`src/rtl/core/lkv_pkg.sv`:
```
// ----------------------------------------------------------------------------
// lkv_pkg
// Shared types and constants for the LRU key/value cache.
// ----------------------------------------------------------------------------
package lkv_pkg;

    // Field widths
    localparam int KEY_W      = 32;
    localparam int VAL_W      = 32;
    localparam int CAP_W      = 5;

    // Default number of cells and capacity after reset
    localparam int          DEPTH_DEF = 16;
    localparam logic [4:0]  CAP_RESET = 5'd16;

    // Stream payload widths (padded to whole bytes)
    localparam int S_TDATA_W = 64;
    localparam int M_TDATA_W = 72;

    // Request kinds carried on s_tuser
    localparam logic ACT_GET = 1'b0;
    localparam logic ACT_PUT = 1'b1;

    // Sequencer states
    typedef enum logic {
        ST_IDLE,
        ST_UPDATE
    } lkv_state_t;

    // Per-cell control from the sequencer
    typedef struct packed {
        logic cmp_en;   // latch the compare result for the incoming key
        logic load;     // take the entry offered on the cell's input
    } lkv_cell_ctl_t;

endpackage

```
`src/rtl/core/lkv_cell.sv`:
```
// ----------------------------------------------------------------------------
// lkv_cell
// One entry of the recency chain: holds a key and a value, compares the
// broadcast key and shifts in its neighbor's entry when told to.
// ----------------------------------------------------------------------------
module lkv_cell
    import lkv_pkg::*;
(
    input  logic                aclk,
    input  logic                aresetn,
    input  lkv_cell_ctl_t       ctl,
    input  logic                live,       // cell holds a valid entry
    input  logic [KEY_W-1:0]    cmp_key,
    input  logic [KEY_W-1:0]    in_key,
    input  logic [VAL_W-1:0]    in_value,
    output logic [KEY_W-1:0]    key,
    output logic [VAL_W-1:0]    value,
    output logic                match
);

    logic [KEY_W-1:0] key_reg;
    logic [VAL_W-1:0] value_reg;
    logic             match_reg;
    logic             match_next;

    // Associative compare against the broadcast key
    always_comb begin
        match_next = match_reg;
        if (ctl.cmp_en) begin
            match_next = live && (key_reg == cmp_key);
        end
    end

    always_ff @(posedge aclk) begin
        if (!aresetn) begin
            match_reg <= 1'b0;
        end else begin
            match_reg <= match_next;
        end
    end

    // Entry storage, shifted from the neighbor
    always_ff @(posedge aclk) begin
        if (ctl.load) begin
            key_reg   <= in_key;
            value_reg <= in_value;
        end
    end

    assign key   = key_reg;
    assign value = value_reg;
    assign match = match_reg;

endmodule

```
`src/rtl/core/lru_key_value_cache.sv`:
```
// Flow: a request's compare result is latched when its beat is accepted; the chain
// update then registers the result beat. The update waits while the output register holds
// an untaken beat, and no new request is taken until the update is done.
// Reset: synchronous, active low; store empty, capacity 16.
// A capacity write empties the store in the same cycle; it wins over a request.
// ----------------------------------------------------------------------------
// lru_key_value_cache
// Fully associative key/value cache with LRU replacement, built as a chain of
// cells ordered by recency: cell 0 is most recent, cell occupancy-1 is least.
// ----------------------------------------------------------------------------
module lru_key_value_cache
    import lkv_pkg::*;
#(
    parameter int DEPTH = DEPTH_DEF
)
(
    input  logic                    aclk,
    input  logic                    aresetn,
    // request stream
    input  logic                    s_tvalid,
    output logic                    s_tready,
    input  logic [S_TDATA_W-1:0]    s_tdata,    // key[31:0], value[63:32]
    input  logic                    s_tuser,    // action[0]
    // result stream
    output logic                    m_tvalid,
    input  logic                    m_tready,
    output logic [M_TDATA_W-1:0]    m_tdata,    // hit[0], read_value[32:1],
                                                // evicted[33], evicted_key[65:34], zero pad
    // capacity write
    input  logic                    cfg_valid,
    output logic                    cfg_ready,
    input  logic [CAP_W-1:0]        cfg_data
);

    localparam int IDXW = (DEPTH > 1) ? $clog2(DEPTH) : 1;
    localparam int CNTW = $clog2(DEPTH + 1);
    localparam int CMPW = (CNTW > CAP_W) ? CNTW : CAP_W;

    // ------------------------------------------------------------------------
    // Registers
    // ------------------------------------------------------------------------
    lkv_state_t             state_reg, state_next;
    logic [CAP_W-1:0]       cap_reg, cap_next;
    logic [CNTW-1:0]        occ_reg, occ_next;
    logic                   act_reg;
    logic [KEY_W-1:0]       key_reg;
    logic [VAL_W-1:0]       value_reg;
    logic                   m_valid_reg, m_valid_next;
    logic [M_TDATA_W-1:0]   m_data_reg, m_data_next;

    // Chain signals
    lkv_cell_ctl_t          cell_ctl   [DEPTH];
    logic [KEY_W-1:0]       cell_key   [DEPTH];
    logic [VAL_W-1:0]       cell_value [DEPTH];
    logic [KEY_W-1:0]       cell_in_key   [DEPTH];
    logic [VAL_W-1:0]       cell_in_value [DEPTH];
    logic [DEPTH-1:0]       match_vec;
    logic [DEPTH-1:0]       live_vec;

    // Decode
    logic                   s_fire, cfg_fire, out_free, upd_fire;
    logic                   hit, is_put, full, evict, do_shift;
    logic [IDXW-1:0]        hit_idx, lru_idx;
    logic [VAL_W-1:0]       hit_value;
    logic [CNTW-1:0]        eff_cap, last_pos, occ_m1;
    logic [CMPW-1:0]        cap_ext;
    logic [VAL_W-1:0]       read_value;
    logic [KEY_W-1:0]       evicted_key;

    assign s_fire   = s_tvalid && s_tready;
    assign cfg_fire = cfg_valid && cfg_ready;
    assign out_free = !m_valid_reg || m_tready;
    assign upd_fire = (state_reg == ST_UPDATE) && out_free;

    // ------------------------------------------------------------------------
    // Effective capacity: zero reads as one, saturates at DEPTH
    // ------------------------------------------------------------------------
    always_comb begin
        cap_ext = CMPW'(cap_reg);
        if (cap_reg == '0) begin
            eff_cap = CNTW'(1);
        end else if (cap_ext > CMPW'(DEPTH)) begin
            eff_cap = CNTW'(DEPTH);
        end else begin
            eff_cap = CNTW'(cap_ext);
        end
    end

    // ------------------------------------------------------------------------
    // Hit decode over the registered match bits
    // ------------------------------------------------------------------------
    always_comb begin
        hit_idx   = '0;
        hit_value = '0;
        for (int i = 0; i < DEPTH; i++) begin
            if (match_vec[i]) begin
                hit_idx   = hit_idx | IDXW'(i);
                hit_value = hit_value | cell_value[i];
            end
        end
    end

    assign hit      = |match_vec;
    assign is_put   = (act_reg == ACT_PUT);
    assign full     = (occ_reg >= eff_cap);
    assign evict    = is_put && !hit && full;
    assign do_shift = hit || is_put;
    assign occ_m1   = occ_reg - CNTW'(1);
    assign lru_idx  = occ_m1[IDXW-1:0];

    // Deepest cell that moves: the hit cell, or on an insert the tail when full, else the first free cell
    always_comb begin
        if (hit) begin
            last_pos = CNTW'(hit_idx);
        end else if (full) begin
            last_pos = occ_m1;
        end else begin
            last_pos = occ_reg;
        end
    end

    // ------------------------------------------------------------------------
    // Cell chain
    // ------------------------------------------------------------------------
    genvar g;
    generate
        for (g = 0; g < DEPTH; g++) begin : g_cell
            assign live_vec[g]         = (CNTW'(g) < occ_reg);
            assign cell_ctl[g].cmp_en  = s_fire;
            assign cell_ctl[g].load    = upd_fire && do_shift && (CNTW'(g) <= last_pos);

            if (g == 0) begin : g_head
                // Front entry: the request key, new value on a put
                assign cell_in_key[g]   = key_reg;
                assign cell_in_value[g] = is_put ? value_reg : hit_value;
            end else begin : g_body
                assign cell_in_key[g]   = cell_key[g-1];
                assign cell_in_value[g] = cell_value[g-1];
            end

            lkv_cell u_cell (
                .aclk     (aclk),
                .aresetn  (aresetn),
                .ctl      (cell_ctl[g]),
                .live     (live_vec[g]),
                .cmp_key  (s_tdata[KEY_W-1:0]),
                .in_key   (cell_in_key[g]),
                .in_value (cell_in_value[g]),
                .key      (cell_key[g]),
                .value    (cell_value[g]),
                .match    (match_vec[g])
            );
        end
    endgenerate

    // ------------------------------------------------------------------------
    // Sequencer: next state
    // ------------------------------------------------------------------------
    always_comb begin
        state_next = state_reg;
        case (state_reg)
            ST_IDLE: begin
                if (s_fire) begin
                    state_next = ST_UPDATE;
                end
            end
            ST_UPDATE: begin
                if (out_free) begin
                    state_next = ST_IDLE;
                end
            end
            default: state_next = ST_IDLE;
        endcase
    end

    // Sequencer: handshake outputs; a pending capacity write holds off requests
    always_comb begin
        s_tready  = 1'b0;
        cfg_ready = 1'b0;
        case (state_reg)
            ST_IDLE: begin
                s_tready  = !cfg_valid;
                cfg_ready = 1'b1;
            end
            ST_UPDATE: begin
                s_tready  = 1'b0;
                cfg_ready = 1'b0;
            end
            default: begin
                s_tready  = 1'b0;
                cfg_ready = 1'b0;
            end
        endcase
    end

    // ------------------------------------------------------------------------
    // Occupancy and capacity
    // ------------------------------------------------------------------------
    always_comb begin
        cap_next = cap_reg;
        occ_next = occ_reg;
        if (cfg_fire) begin
            cap_next = cfg_data;
            occ_next = '0;
        end else if (upd_fire && is_put && !hit && !full) begin
            occ_next = occ_reg + CNTW'(1);
        end
    end

    // ------------------------------------------------------------------------
    // Result beat
    // ------------------------------------------------------------------------
    always_comb begin
        if (is_put) begin
            read_value = '0;
        end else if (hit) begin
            read_value = hit_value;
        end else begin
            read_value = '1;
        end
        evicted_key = evict ? cell_key[lru_idx] : '0;
    end

    always_comb begin
        m_valid_next = m_valid_reg;
        m_data_next  = m_data_reg;
        if (upd_fire) begin
            m_valid_next = 1'b1;
            m_data_next  = {6'd0, evicted_key, evict, read_value, hit};
        end else if (m_tready) begin
            m_valid_next = 1'b0;
        end
    end

    // ------------------------------------------------------------------------
    // Control registers
    // ------------------------------------------------------------------------
    always_ff @(posedge aclk) begin
        if (!aresetn) begin
            state_reg   <= ST_IDLE;
            cap_reg     <= CAP_RESET;
            occ_reg     <= '0;
            m_valid_reg <= 1'b0;
        end else begin
            state_reg   <= state_next;
            cap_reg     <= cap_next;
            occ_reg     <= occ_next;
            m_valid_reg <= m_valid_next;
        end
    end

    // Payload registers
    always_ff @(posedge aclk) begin
        if (s_fire) begin
            act_reg   <= s_tuser;
            key_reg   <= s_tdata[KEY_W-1:0];
            value_reg <= s_tdata[KEY_W +: VAL_W];
        end
        m_data_reg <= m_data_next;
    end

    assign m_tvalid = m_valid_reg;
    assign m_tdata  = m_data_reg;

    // ------------------------------------------------------------------------
    // Assertions
    // ------------------------------------------------------------------------
`ifndef SYNTH
    // occupancy never exceeds the effective capacity
    a_occ_bound: assert property (@(posedge aclk) disable iff (!aresetn)
        occ_reg <= eff_cap)
        else $error("occupancy above capacity");

    // live keys are unique, so at most one cell matches
    a_match_unique: assert property (@(posedge aclk) disable iff (!aresetn)
        (state_reg == ST_UPDATE) |-> $onehot0(match_vec))
        else $error("multiple cells match one key");

    // an accepted request always moves to the update step
    a_accept_update: assert property (@(posedge aclk) disable iff (!aresetn)
        s_fire |=> (state_reg == ST_UPDATE))
        else $error("accepted request not processed");

    // an eviction replaces the tail, occupancy stays put
    a_evict_occ: assert property (@(posedge aclk) disable iff (!aresetn)
        (upd_fire && evict) |=> $stable(occ_reg))
        else $error("occupancy changed on eviction");
`endif

endmodule
```
`config.mk`:
```
export PLATFORM = sky130hd
export DESIGN_NAME = lru_key_value_cache
export DESIGN_NICKNAME = d
export VERILOG_FILES = /design/src/rtl/core/lkv_pkg.sv /design/src/rtl/core/lkv_cell.sv /design/src/rtl/core/lru_key_value_cache.sv
export SDC_FILE = /design/constraint.sdc
export NUM_CORES = 1
export LEC_CHECK = 0
export ABC_AREA = 1
export BUFFER_PORTS_ARGS = -buffer_cell sky130_fd_sc_hd__buf_2
export CAP_MARGIN = 40
export CORE_ASPECT_RATIO = 0.8
export CORE_UTILIZATION = 56
export DETAILED_ROUTE_END_ITERATION = 10
export MAX_ROUTING_LAYER = met4
export PLACE_DENSITY = 0.74
export SLEW_MARGIN = 20
export SYNTH_ARGS = -nofsm -noshare
export SYNTH_HDL_FRONTEND = slang
export SYNTH_SLANG_ARGS = --single-unit
```
`constraint.sdc`:
```
create_clock -name aclk -period 18.8 [get_ports aclk]
set_input_delay 1.88 -clock aclk [delete_from_list [all_inputs] [get_ports aclk]]
set_output_delay 1.88 -clock aclk [all_outputs]
set_load 0.005 [all_outputs]
```
==> summary.md <==
| Metric | Value |
|---|---|
| Most used cell, CP | nand2_1 |
| FP Rows | just under 100 |
| RSZ-0062 raised after global routing | false |
| Worst setup margin | 14.25 ns |
| Grt ovf | 0 |
| WL met3 | approximately 29000 um |
| Crit path time final | 4.55 ns |
| Antenna violations before repair | 7 |
| All-layer global routing usage | 35.3% |
| Vias/cell | ~6.3 |
| Total negative slack | 0 ns |
| Clock root buffer | clkbuf_16 |
| RD Place Congestion | 0.959 |
| Post-CTS Setup Bufs | 0 |
| RR Startpoint | cap_ext[0] |
| Die width | 343 um |
| Final ANT Viol Nets | 0 |
| Register-to-register setup slack | approximately 14 ns |
| Crit Path Class | register to register |
| YS warnings | 0 |
| Fillers | roughly 7k |
| Worst hold path class | register to register |
| HPWL after DPL | 110000 um |
| Largest net degree at the start of global routing | 183 |
| Hold path start | key_reg[0] |
| # nets final | between 4k and 5k |
| Drt total wl | 162000 um |
| Iteration-0 DRC Markers | 6610 |
| Worst EP required | 19.13 ns |
| Wire length on met1 | 65400 um |
| Fin cells | 5795 |
| Setup-failing EPs final | 0 |
| Met2 routed WL | 63400 um |
| Leading cell type in the layout, fill and taps excluded | edfxtp_1 |
| Fraction of the yosys area taken by sequential cells | 67.7% |
| CP Launch Type | register |
| Initial Util | 56.8% |
| Post-CTS Hold Fix Bufs | 0 |
| CTS Buffer Depth | 3 |
| Setup crit end kind | register |
| Clk pin slew, worst setup/hold paths | ~0.06 ns |
| Layout area overhead | 10.7% |
| Vias in the first global route | roughly 34k |
| Worst-path cell chain | or4_1 > nand2_1 > nand2_1 > ha_1 > nand2_1 > nand2_1 > nand2_1 > nand3_1 > nand2_1 > nand3_2 > nand3_2 > nand2_2 > a21oi_4 > buf_4 |
| Die area | 0.0942 mm2 |
| Reg2Reg Depth | 14 |
| Hold EP | g_cell[0].u_cell.key[0] |
| Top-Level Pins | 150 |
| Tightest Pin Transition | 0.918 ns |
| Cts repair resizes | 0 |
| Fraction of layout cells with a size suffix above 1 | 10.2% |
| # DRC | 0 |
| Cell Area, Synth | approximately 0.052 mm2 |
| CTS Sinks | 1183 |
| Period utilisation layout | 24.2% |
| CTS tree | yes |
| I/O Buffers | 143 |
| DRT Pass-1 Iters | 9 |
| CTS Buf Count | 111 |
| Most frequent cells in the layout | edfxtp_1, nand2_1, nor2_1 |
| Chip Height | 275 um |
| Synth Flop Type | edfxtp_1 |
| Worst R2R End | g_cell[11].u_cell.key[21] |
| Post-synth EDFFs | 1155 |
| Core Footprint | 0.0917 mm2 |
| Placed cells | 5576 |
| Fraction of registers with async set/reset | 0% |
| Clk Latency, worst-skew pair | a little over 0.7 ns |
| Hold slack | between 0.4 and 0.5 ns |
| Max Freq | 0.220 GHz |
| CP peak stage delay | 0.71 ns |
| Flops & latches, synth | 1183 |
| CP max FO | 46 |
| Syn Inst Count | 4407 |
| Leak | 20.5 nW |
| Mean Syn Cell Area | 11.8 um2 |
| Pre-CTS WS | 13.95 ns |
| Final slew viol count | 0 |
| Max Cap Viol | 0 |
| DR WL/cell | about 28 um |
| Via Count | approximately 37k |
| Hold Crit Depth | 0 |
| # H-tree levels | 3 |
| Synth unique cells | 48 |
| Max stage delay cell, worst path | a21oi_4 |
| Pwr per Cell Area | 94.2 mW/mm2 |
| Critical path arrival | between 4 and 5 ns |
| Worst slew margin | 38.8% |
| Top Metal Used | met4 |
| Status | finished clean |
| Clock Skew | between 0.04 and 0.05 ns |
| Global-route wire length before repair | 232000 um |
| Worst ir drop on vdd | 0.0000912 V |
| Final Hold Vio Count | 0 |
-- area by class of cell --
| cell class | count | area, um2 | area share [%] |
|---|---|---|---|
| flip-flops and latches | 1183 | 35300 | 61.2 |
| clock inverters | 68 | 629 | 1.09 |
| well taps | 1212 | 1520 | 2.63 |
| multi-input cells | 2795 | 15000 | 26.1 |
| clock buffers | 137 | 2920 | 5.06 |
| diodes | 4 | 10.0 | 0.0174 |
| repair buffers | 222 | 1570 | 2.73 |
| inverters | 174 | 668 | 1.16 |
-- power breakdown --
part / internal [mW] / switching [mW]
Combinational: 0.0724 / 0.187
Clock: 1.23 / 1.01
Sequential: 2.91 / 0.0228
Total: 4.21 / 1.22
-- logic make-up after synthesis --
family          Yosys count  share of synthesized area [%]
fa+ha+maj                 8                          0.192
compound gates          727                           8.59
flops                  1183                           67.7
xor+xnor                383                           6.45
simple gates           1671                           13.4
other cells               1                        0.00721
buf+inv                 434                           3.67
-- through the flow --
| step | utilization [%] | total power [mW] | area (um2) |
|---|---|---|---|
| after floorplan | - | 3.13 | 52100 |
| after global placement | 58.5 | 3.23 | 53600 |
| after detailed placement | 58.8 | 3.23 | 53900 |
| after CTS | 62.7 | 5.41 | 57500 |
| after global routing | 62.9 | 5.54 | 57600 |
| final | 62.9 | 5.43 | 57600 |
-- layer usage --
layer	up-vias	GRT usage, %
met4	0	9.75
li1	15723	-
met5	-	-
met1	17607	53.1
met3	296	13.2
met2	2975	43.8
-- how the worst max path moves through the flow --
stage	depth (start not counted)	to	startpoint	slack, ns
after detailed placement	10	g_cell[11].u_cell.key[11]	m_tready	13.95
after global routing	14	g_cell[11].u_cell.key[21]	cap_ext[0]	13.92
after CTS	14	g_cell[11].u_cell.key[21]	cap_ext[0]	14.28
after floorplan	8	g_cell[11].u_cell.key[0]	m_tready	10.37
final	14	g_cell[11].u_cell.key[21]	cap_ext[0]	14.25
after global placement	10	g_cell[9].u_cell.key[11]	m_tready	13.91
-- synth_stat cells (all sizes together), types with 25 or more instances --
cell type,instances,share of area [%]
nand3,125,1.3
edfxtp,1155,67
a221oi,68,1.1
a22o,77,1.3
nor2,425,3.2
xor2,164,2.8
nand2,924,6.7
dfxtp,28,1.1
nand4,84,1.0
o22ai,75,0.90
o21ai,369,3.5
o211a,32,0.62
or2,25,0.30
buf,153,1.6
nor3,79,0.77
xnor2,219,3.7
a21oi,94,0.91
inv,173,1.2
clkbuf,107,0.78
-- critical path: cells and delay by family (launching register included) --
kind,cells,cell delay [ns]
DFF,1,0.32
adders and majority gates,1,0.29
buffers and inverters,1,0.70
and+or+nand+nor,11,2.08
AOI/OAI and AO/OA,1,0.71
(Power assumes the default switching activity.)
